$ cat src/rtl/fir_filter_73_tap_fixed_point_macros.svh
// Assertion macros for the 73-tap FIR filter.
// Expects clk and rst_n in the scope of the module that uses them.
`ifndef FIR_FILTER_73_TAP_FIXED_POINT_MACROS_SVH
`define FIR_FILTER_73_TAP_FIXED_POINT_MACROS_SVH

// Same-cycle implication, disabled during reset.
`define FIR73_ASSERT_IMPL(label, ante, cons) \
    label: assert property (@(posedge clk) disable iff (!rst_n) (ante) |-> (cons)) \
        else $error("fir73: same-cycle check failed");

// Next-cycle implication, disabled during reset.
`define FIR73_ASSERT_NEXT(label, ante, cons) \
    label: assert property (@(posedge clk) disable iff (!rst_n) (ante) |=> (cons)) \
        else $error("fir73: next-cycle check failed");

`endif

$ cat src/rtl/fir73_pkg.sv
// Shared types, constants and the coefficient ROM of the 73-tap FIR filter.
// No dependencies.
package fir73_pkg;

    localparam int TAPS     = 73;
    localparam int DEPTH    = TAPS - 1;
    localparam int TAP_W    = 7;
    localparam int ADDR_W   = 7;
    localparam int SAMPLE_W = 16;
    localparam int COEF_W   = 16;
    localparam int PROD_W   = SAMPLE_W + COEF_W;
    localparam int ACC_W    = 37;
    localparam int SHIFT    = 11;
    localparam int MID_TAP  = (TAPS - 1) / 2;

    typedef logic [TAP_W-1:0]           tap_t;
    typedef logic [ADDR_W-1:0]          addr_t;
    typedef logic signed [SAMPLE_W-1:0] sample_t;
    typedef logic signed [COEF_W-1:0]   coef_t;

    typedef enum logic [1:0] {
        ST_IDLE,
        ST_RUN,
        ST_WAIT,
        ST_FIN
    } seq_state_t;

    typedef struct packed {
        logic    vld;
        logic    first;
        logic    last;
        sample_t operand;
        coef_t   coef;
    } mac_req_t;

    typedef struct packed {
        logic                    done;
        logic signed [ACC_W-1:0] acc;
    } mac_rsp_t;

    // Symmetric Q2.14 coefficients; taps past the center fold back.
    function automatic coef_t coef_rom(input tap_t tap);
        tap_t fold;
        coef_t c;
        fold = (tap > TAP_W'(MID_TAP)) ? TAP_W'(TAPS - 1) - tap : tap;
        unique case (fold)
            7'd0:    c = 16'sd423;
            7'd1:    c = 16'sd337;
            7'd2:    c = 16'sd465;
            7'd3:    c = 16'sd621;
            7'd4:    c = 16'sd808;
            7'd5:    c = 16'sd1027;
            7'd6:    c = 16'sd1281;
            7'd7:    c = 16'sd1572;
            7'd8:    c = 16'sd1902;
            7'd9:    c = 16'sd2272;
            7'd10:   c = 16'sd2682;
            7'd11:   c = 16'sd3133;
            7'd12:   c = 16'sd3624;
            7'd13:   c = 16'sd4154;
            7'd14:   c = 16'sd4721;
            7'd15:   c = 16'sd5323;
            7'd16:   c = 16'sd5956;
            7'd17:   c = 16'sd6617;
            7'd18:   c = 16'sd7300;
            7'd19:   c = 16'sd8002;
            7'd20:   c = 16'sd8715;
            7'd21:   c = 16'sd9435;
            7'd22:   c = 16'sd10154;
            7'd23:   c = 16'sd10866;
            7'd24:   c = 16'sd11563;
            7'd25:   c = 16'sd12238;
            7'd26:   c = 16'sd12884;
            7'd27:   c = 16'sd13493;
            7'd28:   c = 16'sd14060;
            7'd29:   c = 16'sd14577;
            7'd30:   c = 16'sd15039;
            7'd31:   c = 16'sd15445;
            7'd32:   c = 16'sd15774;
            7'd33:   c = 16'sd16038;
            7'd34:   c = 16'sd16230;
            7'd35:   c = 16'sd16345;
            7'd36:   c = 16'sd16384;
            default: c = '0;
        endcase
        return c;
    endfunction

endpackage

$ cat src/rtl/fir73_in_if.sv
// Input sample channel: valid/ready handshake with one Q6.10 sample.
// Depends on fir73_pkg.
interface fir73_in_if import fir73_pkg::*; ();
    logic    valid;
    logic    ready;
    sample_t sample_in;

    modport source (output valid, output sample_in, input ready);
    modport sink   (input valid, input sample_in, output ready);
endinterface

$ cat src/rtl/fir73_out_if.sv
// Result channel: valid/ready handshake with one Q3.13 filtered sample.
// Depends on fir73_pkg.
interface fir73_out_if import fir73_pkg::*; ();
    logic    valid;
    logic    ready;
    sample_t sample_out;

    modport source (output valid, output sample_out, input ready);
    modport sink   (input valid, input sample_out, output ready);
endinterface

$ cat src/rtl/fir73_delay_mem.sv
// Circular delay-line memory: one write and one registered read port.
// Depends on fir73_pkg.
module fir73_delay_mem import fir73_pkg::*;
(
    input  logic    clk,
    input  logic    we,
    input  addr_t   waddr,
    input  sample_t wdata,
    input  addr_t   raddr,
    output sample_t rdata
);

    sample_t mem [DEPTH];
    sample_t rdata_reg;

    always_ff @(posedge clk)
    begin
        if (we)
        begin
            mem[waddr] <= wdata;
        end
        rdata_reg <= mem[raddr];
    end

    assign rdata = rdata_reg;

endmodule

$ cat src/rtl/fir73_mac.sv
// Two-stage multiply-accumulate: registered product, then exact accumulate.
// Depends on fir73_pkg.
module fir73_mac import fir73_pkg::*;
(
    input  logic     clk,
    input  logic     rst_n,
    input  mac_req_t req,
    output mac_rsp_t rsp
);

    logic signed [PROD_W-1:0] prod_reg;
    logic                     prod_vld_reg;
    logic                     prod_first_reg;
    logic                     prod_last_reg;
    logic signed [ACC_W-1:0]  acc_reg;
    logic signed [ACC_W-1:0]  acc_next;
    logic signed [ACC_W-1:0]  prod_ext;
    logic                     done_reg;

    always_ff @(posedge clk or negedge rst_n)
    begin
        if (!rst_n)
        begin
            prod_vld_reg   <= 1'b0;
            prod_first_reg <= 1'b0;
            prod_last_reg  <= 1'b0;
            done_reg       <= 1'b0;
        end
        else
        begin
            prod_vld_reg   <= req.vld;
            prod_first_reg <= req.first;
            prod_last_reg  <= req.last;
            done_reg       <= prod_vld_reg && prod_last_reg;
        end
    end

    always_ff @(posedge clk)
    begin
        prod_reg <= $signed(req.operand) * $signed(req.coef);
        if (prod_vld_reg)
        begin
            acc_reg <= acc_next;
        end
    end

    always_comb
    begin
        prod_ext = {{(ACC_W - PROD_W){prod_reg[PROD_W-1]}}, prod_reg};
        acc_next = prod_first_reg ? prod_ext : acc_reg + prod_ext;
    end

    assign rsp.done = done_reg;
    assign rsp.acc  = acc_reg;

endmodule

$ cat src/rtl/fir_filter_73_tap_fixed_point.sv
// Top level of the 73-tap direct-form FIR filter: tap sequencer and output register.
// Depends on fir73_pkg, fir73_in_if, fir73_out_if, fir73_delay_mem, fir73_mac
// and the assertion macros header.
//
// Usage:
//   sample_chan carries one signed Q6.10 sample per transfer; result_chan returns
//   one signed Q3.13 sample per input, in order.
//   After a sample transfer the sequencer walks taps 0..72, one per cycle, through
//   a single multiplier and a 37-bit accumulator; the stored samples come from a
//   72-entry circular memory with one read port. The result becomes valid as the
//   sequencer returns to idle, and the next sample is taken in that same cycle,
//   so the block takes no new sample until the last one's result is registered.
//   ready on sample_chan is high only while no sample is in flight.
//   A result waits in the output register; if it is still untaken when the next
//   sum is done, that item holds until result_chan takes the old one.
//   Reset clears control state and the fill count; older samples not yet
//   received read as zero, so the memory needs no clearing pass.
//   The output wraps to 16 bits (bits 26..11 of the exact sum), no saturation.
`include "fir_filter_73_tap_fixed_point_macros.svh"

module fir_filter_73_tap_fixed_point import fir73_pkg::*;
(
    input logic         clk,
    input logic         rst_n,
    fir73_in_if.sink    sample_chan,
    fir73_out_if.source result_chan
);

    seq_state_t state_reg, state_next;
    tap_t       tap_reg, tap_next;
    addr_t      wp_reg, wp_next;
    tap_t       fill_reg, fill_next;
    sample_t    x_reg, x_next;
    logic       rd_vld_reg, rd_vld_next;
    tap_t       rd_tap_reg, rd_tap_next;
    logic       out_valid_reg, out_valid_next;
    sample_t    out_data_reg, out_data_next;

    logic       mem_we;
    addr_t      raddr;
    sample_t    rdata;
    logic [ADDR_W:0] wrap_sum;
    mac_req_t   mac_req;
    mac_rsp_t   mac_rsp;

    fir73_delay_mem u_mem (
        .clk   (clk),
        .we    (mem_we),
        .waddr (wp_reg),
        .wdata (x_reg),
        .raddr (raddr),
        .rdata (rdata)
    );

    fir73_mac u_mac (
        .clk   (clk),
        .rst_n (rst_n),
        .req   (mac_req),
        .rsp   (mac_rsp)
    );

    // Sample n-k sits k entries behind the write pointer.
    always_comb
    begin
        if (wp_reg >= ADDR_W'(tap_reg))
        begin
            wrap_sum = {1'b0, wp_reg} - {1'b0, tap_reg};
        end
        else
        begin
            wrap_sum = {1'b0, wp_reg} + (ADDR_W + 1)'(DEPTH) - {1'b0, tap_reg};
        end
        raddr = wrap_sum[ADDR_W-1:0];
    end

    // Operand select: tap 0 is the new sample, unfilled history reads as zero.
    always_comb
    begin
        mac_req.vld   = rd_vld_reg;
        mac_req.first = (rd_tap_reg == '0);
        mac_req.last  = (rd_tap_reg == TAP_W'(TAPS - 1));
        mac_req.coef  = coef_rom(rd_tap_reg);
        if (rd_tap_reg == '0)
        begin
            mac_req.operand = x_reg;
        end
        else if (rd_tap_reg <= fill_reg)
        begin
            mac_req.operand = rdata;
        end
        else
        begin
            mac_req.operand = '0;
        end
    end

    always_ff @(posedge clk or negedge rst_n)
    begin
        if (!rst_n)
        begin
            state_reg     <= ST_IDLE;
            tap_reg       <= '0;
            wp_reg        <= '0;
            fill_reg      <= '0;
            rd_vld_reg    <= 1'b0;
            rd_tap_reg    <= '0;
            out_valid_reg <= 1'b0;
        end
        else
        begin
            state_reg     <= state_next;
            tap_reg       <= tap_next;
            wp_reg        <= wp_next;
            fill_reg      <= fill_next;
            rd_vld_reg    <= rd_vld_next;
            rd_tap_reg    <= rd_tap_next;
            out_valid_reg <= out_valid_next;
        end
    end

    always_ff @(posedge clk)
    begin
        x_reg        <= x_next;
        out_data_reg <= out_data_next;
    end

    always_comb
    begin
        state_next     = state_reg;
        tap_next       = tap_reg;
        wp_next        = wp_reg;
        fill_next      = fill_reg;
        x_next         = x_reg;
        rd_vld_next    = 1'b0;
        rd_tap_next    = tap_reg;
        out_valid_next = out_valid_reg && !result_chan.ready;
        out_data_next  = out_data_reg;
        mem_we         = 1'b0;

        unique case (state_reg)
            ST_IDLE:
            begin
                if (sample_chan.valid)
                begin
                    x_next     = sample_chan.sample_in;
                    tap_next   = '0;
                    state_next = ST_RUN;
                end
            end
            ST_RUN:
            begin
                rd_vld_next = 1'b1;
                tap_next    = tap_reg + TAP_W'(1);
                if (tap_reg == TAP_W'(TAPS - 1))
                begin
                    state_next = ST_WAIT;
                end
            end
            ST_WAIT:
            begin
                if (mac_rsp.done)
                begin
                    state_next = ST_FIN;
                end
            end
            ST_FIN:
            begin
                // Delay-line write comes after the last read of the oldest entry.
                if (!out_valid_reg || result_chan.ready)
                begin
                    out_valid_next = 1'b1;
                    out_data_next  = mac_rsp.acc[SHIFT+SAMPLE_W-1:SHIFT];
                    mem_we         = 1'b1;
                    wp_next        = (wp_reg == ADDR_W'(DEPTH - 1)) ? '0
                                                                    : wp_reg + ADDR_W'(1);
                    fill_next      = (fill_reg == TAP_W'(DEPTH)) ? fill_reg
                                                                 : fill_reg + TAP_W'(1);
                    state_next     = ST_IDLE;
                end
            end
            default:
            begin
                state_next = ST_IDLE;
            end
        endcase
    end

    assign sample_chan.ready      = (state_reg == ST_IDLE);
    assign result_chan.valid      = out_valid_reg;
    assign result_chan.sample_out = out_data_reg;

    `FIR73_ASSERT_IMPL(a_tap_range, state_reg == ST_RUN, tap_reg <= TAP_W'(TAPS - 1))
    `FIR73_ASSERT_IMPL(a_fill_range, 1'b1, fill_reg <= TAP_W'(DEPTH))
    `FIR73_ASSERT_IMPL(a_done_in_wait, mac_rsp.done, state_reg == ST_WAIT)
    `FIR73_ASSERT_IMPL(a_idle_no_read, state_reg == ST_IDLE, !rd_vld_reg)
    `FIR73_ASSERT_NEXT(a_write_gives_result, mem_we, out_valid_reg)

endmodule
$ cat src/flat_wrapper.sv
// flat-port wrapper written by rule: the top's interface ports become plain ports
module fir_filter_73_tap_fixed_point_flat import fir73_pkg::*;
  (clk, rst_n, sample_chan_valid, sample_chan_sample_in, sample_chan_ready, result_chan_valid, result_chan_sample_out, result_chan_ready);
  fir73_in_if sample_chan_i ();
  fir73_out_if result_chan_i ();
  input logic clk;
  input logic rst_n;
  input wire logic [$bits(sample_chan_i.valid)-1:0] sample_chan_valid;
  input wire logic [$bits(sample_chan_i.sample_in)-1:0] sample_chan_sample_in;
  output wire logic [$bits(sample_chan_i.ready)-1:0] sample_chan_ready;
  output wire logic [$bits(result_chan_i.valid)-1:0] result_chan_valid;
  output wire logic [$bits(result_chan_i.sample_out)-1:0] result_chan_sample_out;
  input wire logic [$bits(result_chan_i.ready)-1:0] result_chan_ready;
  assign sample_chan_i.valid = sample_chan_valid;
  assign sample_chan_i.sample_in = sample_chan_sample_in;
  assign sample_chan_ready = sample_chan_i.ready;
  assign result_chan_valid = result_chan_i.valid;
  assign result_chan_sample_out = result_chan_i.sample_out;
  assign result_chan_i.ready = result_chan_ready;
  fir_filter_73_tap_fixed_point u_core (.clk(clk), .rst_n(rst_n), .sample_chan(sample_chan_i), .result_chan(result_chan_i));
endmodule
$ cat config.mk
export PLATFORM = sky130hd
export DESIGN_NAME = fir_filter_73_tap_fixed_point_flat
export DESIGN_NICKNAME = d
export VERILOG_FILES = /design/src/rtl/fir73_pkg.sv /design/src/rtl/fir73_in_if.sv /design/src/rtl/fir73_out_if.sv /design/src/rtl/fir73_delay_mem.sv /design/src/rtl/fir73_mac.sv /design/src/rtl/fir_filter_73_tap_fixed_point.sv /design/src/flat_wrapper.sv
export VERILOG_INCLUDE_DIRS = /design/src /design/src/rtl
export SDC_FILE = /design/constraint.sdc
export NUM_CORES = 2
export LEC_CHECK = 0
export BUFFER_PORTS_ARGS = -buffer_cell sky130_fd_sc_hd__buf_2
export CAP_MARGIN = 10
export CORE_MARGIN = 2
export CORE_UTILIZATION = 40
export CTS_BUF_LIST = sky130_fd_sc_hd__clkbuf_8 sky130_fd_sc_hd__clkbuf_16
export DETAILED_ROUTE_END_ITERATION = 10
export PLACE_DENSITY = 0.64
export SETUP_SLACK_MARGIN = 0.05
export SYNTH_ARGS = -nofsm -noshare
export SYNTH_HDL_FRONTEND = slang
export SYNTH_SLANG_ARGS = --single-unit
export TNS_END_PERCENT = 100
$ cat constraint.sdc
create_clock -name clk -period 13.8 [get_ports clk]
set_input_delay 3.45 -clock clk [delete_from_list [all_inputs] [get_ports clk]]
set_output_delay 3.45 -clock clk [all_outputs]
set_load 0.05 [all_outputs]
==> metrics.txt <==
# TYPE chip_impl_metric gauge
chip_impl_metric{name="power-per-cell-area",unit="nW/um2"} 111
chip_impl_metric{name="netlist.area_leader.share",unit="%"} 60.2
chip_impl_metric{name="ant_nets",unit=""} 0
chip_impl_metric{name="multiInputGateArea",unit="um2"} 20500
chip_impl_metric{name="report.final.slew_viol_count",unit=""} 0
chip_impl_metric{name="fin_area",unit="um2"} 67500
chip_impl_metric{name="max_cap_viol_count",unit=""} 0
chip_impl_metric{name="timing.setup.tns",unit="ns"} 0
chip_impl_info{name="min-delay-path-class",value="reg2reg"} 1
chip_impl_metric{name="globalRoute.totalOverflow",unit=""} 0
chip_impl_metric{name="critPathMaxFanout",unit=""} 17
chip_impl_metric{name="clock-skew-final",unit="ns"} 0.0366
chip_impl_info{name="synth_ff_type",value="sky130_fd_sc_hd__edfxtp_1"} 1
chip_impl_metric{name="met1_wire_length",unit="um"} 60600
chip_impl_metric{name="wl_per_cell",unit="um"} 24.2
chip_impl_metric{name="n_fill_cell",unit=""} 12965
chip_impl_info{name="cts_tree",value="yes"} 1
chip_impl_metric{name="finalSetupViolCount",unit=""} 0
chip_impl_metric{name="buffer_ports.inserted",unit=""} 37
chip_impl_metric{name="place_congestion",unit=""} 0.887
chip_impl_metric{name="die_area",unit="um2"} 154000
chip_impl_metric{name="finalNonFillerCells",unit=""} 6072
chip_impl_metric{name="dr_total_vias",unit=""} 33798
chip_impl_metric{name="p_total",unit="mW"} 7.52
chip_impl_metric{name="diode_insertion_count_for_antenna_repair",unit=""} 0
chip_impl_metric{name="synthDistinctLibCells",unit=""} 80
chip_impl_metric{name="clock_slew_at_reported_path_ffs",unit="ns"} 0.06
chip_impl_info{name="top_layer_used",value="met4"} 1
chip_impl_metric{name="ff_latch_area",unit="um2"} 38100
chip_impl_metric{name="drt_iter0_drc",unit=""} 3920
chip_impl_info{name="holdCritStartpoint",value="u_core.rd_vld_reg"} 1
chip_impl_metric{name="ys.warnings.count",unit=""} 0
chip_impl_info{name="worstHoldEndpoint",value="u_core.u_mac.prod_vld_reg"} 1
chip_impl_metric{name="floorplan.io_pins",unit=""} 38
chip_impl_metric{name="critical_path.max_stage_delay",unit="ns"} 0.65
chip_impl_metric{name="cts_hold_repair.buffers",unit=""} 0
chip_impl_info{name="synthTopCellsByArea",value="sky130_fd_sc_hd__edfxtp_1 60%, sky130_fd_sc_hd__mux4_2 11%, sky130_fd_sc_hd__fa_1 7.1%"} 1
chip_impl_metric{name="routed_wl",unit="um"} 147000
chip_impl_metric{name="area_growth",unit="%"} 11.7
chip_impl_metric{name="layout.nets",unit=""} 4333
chip_impl_info{name="worst_path_max_delay_cell",value="sky130_fd_sc_hd__dfrtp_1"} 1
chip_impl_metric{name="place_inst",unit=""} 5845
chip_impl_metric{name="finalWorstPathRequiredPeriod",unit="ns"} 9.23
chip_impl_metric{name="synth.net_count",unit=""} 4202
chip_impl_info{name="critical_path.startpoint_type",value="flop"} 1
chip_impl_metric{name="post_cts.repair.setup_buffers",unit=""} 0
chip_impl_metric{name="asyncSetResetFlopFracSynth",unit="%"} 2.79
chip_impl_metric{name="synth.ff_latch_count",unit=""} 1290
chip_impl_metric{name="r2r_slack",unit="ns"} 4.57
chip_impl_metric{name="die-width",unit="um"} 393
chip_impl_metric{name="post_route_cells_drive_above_1_share",unit="%"} 17.2
chip_impl_metric{name="row_count",unit=""} 142
chip_impl_metric{name="max-slew-margin-rel",unit="%"} 29.6
chip_impl_metric{name="clock_sinks",unit=""} 1290
chip_impl_metric{name="peakVddDrop",unit="mV"} 0.137
chip_impl_metric{name="hpwl",unit="um"} 94200
chip_impl_metric{name="netlist_instances",unit=""} 3832
chip_impl_metric{name="mean_instance_size_in_the_synthesized_netlist",unit="um2"} 15.8
chip_impl_metric{name="htree_num_levels",unit=""} 4
chip_impl_metric{name="firstDrtPassIters",unit=""} 8
chip_impl_metric{name="cts_resized",unit=""} 0
chip_impl_metric{name="floorplan.die.height",unit="um"} 393
chip_impl_metric{name="synth-edff-count",unit=""} 1211
chip_impl_info{name="unrepaired_setup_endpoints_after_global_routing",value="no"} 1
chip_impl_metric{name="wl_met2",unit="um"} 69000
chip_impl_metric{name="met3_wirelength",unit="um"} 11800
chip_impl_metric{name="initial_core_util",unit="%"} 40.3
chip_impl_metric{name="initial_antenna_violation_count",unit=""} 2
chip_impl_metric{name="total_leakage_power",unit="nW"} 23.2
chip_impl_metric{name="hold_depth",unit=""} 0
chip_impl_metric{name="grt_first_pass_wirelength",unit="um"} 221000
chip_impl_info{name="outcome",value="complete, no violations"} 1
chip_impl_metric{name="cp.buffers_inverters",unit=""} 4
chip_impl_info{name="endpoint_kind",value="flop"} 1
chip_impl_metric{name="largest_register_ff_count",unit=""} 1152
chip_impl_metric{name="coreArea",unit="um2"} 150000
chip_impl_metric{name="number_of_buffers_on_the_longest_clock_path",unit=""} 3
chip_impl_info{name="r2r-end",value="u_core.u_mac.prod_reg[24]"} 1
chip_impl_metric{name="pin_count_of_the_biggest_net_entering_global_routing",unit=""} 145
chip_impl_metric{name="critPathArrivalTime",unit="ns"} 9.89
chip_impl_info{name="origin_of_the_critical_flop_to_flop_path",value="u_core.rd_tap_reg[0]"} 1
chip_impl_metric{name="worst_slew_pin_slew",unit="ns"} 1.03
chip_impl_metric{name="cell_depth_of_the_worst_flop_to_flop_path",unit=""} 30
chip_impl_metric{name="clkLatencyLatePin",unit="ns"} 0.77
chip_impl_metric{name="route.detailed.vias_per_inst",unit=""} 5.57
chip_impl_metric{name="vias_in_the_first_global_route",unit=""} 34000
chip_impl_metric{name="grt_usage",unit="%"} 19.4
chip_impl_metric{name="synth_area",unit="um2"} 60400
chip_impl_metric{name="min_period_over_period",unit="%"} 66.9
chip_impl_metric{name="worst-endpoint-required",unit="ns"} 14.45
chip_impl_metric{name="placed_area",unit="um2"} 63500
chip_impl_metric{name="synth_seq_area_share",unit="%"} 63.1
chip_impl_info{name="worstSetupPathType",value="reg2reg"} 1
chip_impl_metric{name="final_hold_vios",unit=""} 0
chip_impl_metric{name="route.detailed.drc",unit=""} 0
chip_impl_metric{name="cts-buffers-inserted",unit=""} 131
chip_impl_info{name="crit_path_frequent_cell",value="sky130_fd_sc_hd__fa_1"} 1
chip_impl_info{name="synthDominantAreaCellType",value="sky130_fd_sc_hd__edfxtp_1"} 1
chip_impl_info{name="dominant_delay_contributor_by_cell_family_on_the_critical_path",value="adder cells"} 1
chip_impl_info{name="root_buffer",value="sky130_fd_sc_hd__clkbuf_16"} 1
chip_impl_metric{name="clock.fmax",unit="MHz"} 108
Yosys cell counts, drive strengths merged (41+ instances only):
master / instances
buf: 68
ha: 135
xnor2: 59
nand2: 398
a211oi: 45
nand3: 79
clkbuf: 104
inv: 306
o21ai: 76
fa: 215
a31oi: 43
dfxtp: 43
edfxtp: 1211
mux4: 288
a21oi: 64
nor2: 231
mux2i: 41
cell type report:
| class | instances | share of cell area [%] |
|---|---|---|
| well taps | 2016 | 3.74 |
| repair buffers | 170 | 1.79 |
| clock inverters | 88 | 0.781 |
| flip-flops and latches | 1290 | 56.5 |
| multi-input cells | 2063 | 30.4 |
| inverters | 307 | 1.71 |
| clock buffers | 138 | 5.08 |
logic make-up (layout without fill, tap and decap cells):
| logic type | Yosys count | after routing | share of synthesized area (%) |
|---|---|---|---|
| AND/OR/NAND/NOR | 907 | 907 | 6.63 |
| adder cells (fa/ha/maj) | 350 | 350 | 9.92 |
| XOR/XNOR | 82 | 82 | 1.21 |
| multiplexers | 345 | 345 | 11.7 |
| AO/OA/AOI/OAI | 379 | 379 | 4.33 |
| buffers and inverters | 479 | 703 | 3.10 |
| flip-flops | 1290 | 1290 | 63.1 |
stage by stage:
stage / setup WS [ns] / utilization, % / hold WS [ns]
after global placement: 4.88 / 42.4 / 0.336
after floorplan: 6.09 / - / 0.331
after CTS: 4.65 / 45.0 / 0.349
after detailed placement: 4.64 / 42.4 / 0.336
final: 4.57 / 45.0 / 0.348
after global routing: 3.96 / 45.0 / 0.380
worst max path at each step:
stage	to	cells after the start	start	slack (ns)
CTS	u_core.u_mac.prod_reg[24]	30	u_core.rd_tap_reg[0]	4.65
detailed placement	u_core.u_mac.prod_reg[24]	30	u_core.rd_tap_reg[0]	4.64
finish	u_core.u_mac.prod_reg[24]	30	u_core.rd_tap_reg[0]	4.57
floorplan	u_core.u_mac.prod_reg[25]	36	u_core.rd_tap_reg[0]	6.09
global route	u_core.u_mac.prod_reg[26]	29	u_core.rd_tap_reg[0]	3.96
global placement	u_core.u_mac.prod_reg[24]	32	u_core.rd_tap_reg[0]	4.88
worst reg2reg max path, delay by kind of cell, from the launching register on:
family                   cells  cell delay [ns]
AO/OA/AOI/OAI               11             2.80
AND/OR/NAND/NOR              6             1.95
flip-flops                   1             0.65
XOR/XNOR                     1             0.12
buffers and inverters        4             0.39
adder cells (fa/ha/maj)      8             3.21
per-layer routing:
layer	vias to the layer above	track usage, %
li1	14559	-
met2	1449	30.3
met3	247	3.40
met5	-	0
met1	17543	26.7
met4	0	8.35
report_power, final:
part / leakage [nW] / internal [mW] / switching (mW)
clock: 2.07 / 1.83 / 1.46
combinational: 9.38 / 0.00195 / 0.00329
sequential: 11.7 / 4.21 / 0.0000000000000000212
total: 23.2 / 6.05 / 1.47
placed cells by master (no fill, tap or decap), types with 62 or more instances in the layout:
cell                        instances
sky130_fd_sc_hd__edfxtp_1        1211
sky130_fd_sc_hd__nand2_1          398
sky130_fd_sc_hd__inv_1            336
sky130_fd_sc_hd__mux4_2           288
sky130_fd_sc_hd__nor2_1           223
sky130_fd_sc_hd__fa_1             214
sky130_fd_sc_hd__clkbuf_16        136
sky130_fd_sc_hd__ha_1             134
sky130_fd_sc_hd__buf_4            130
sky130_fd_sc_hd__nand3_1           79
sky130_fd_sc_hd__a21oi_1           63
sky130_fd_sc_hd__o21ai_0           62
Power figures use the tool's default switching activity.
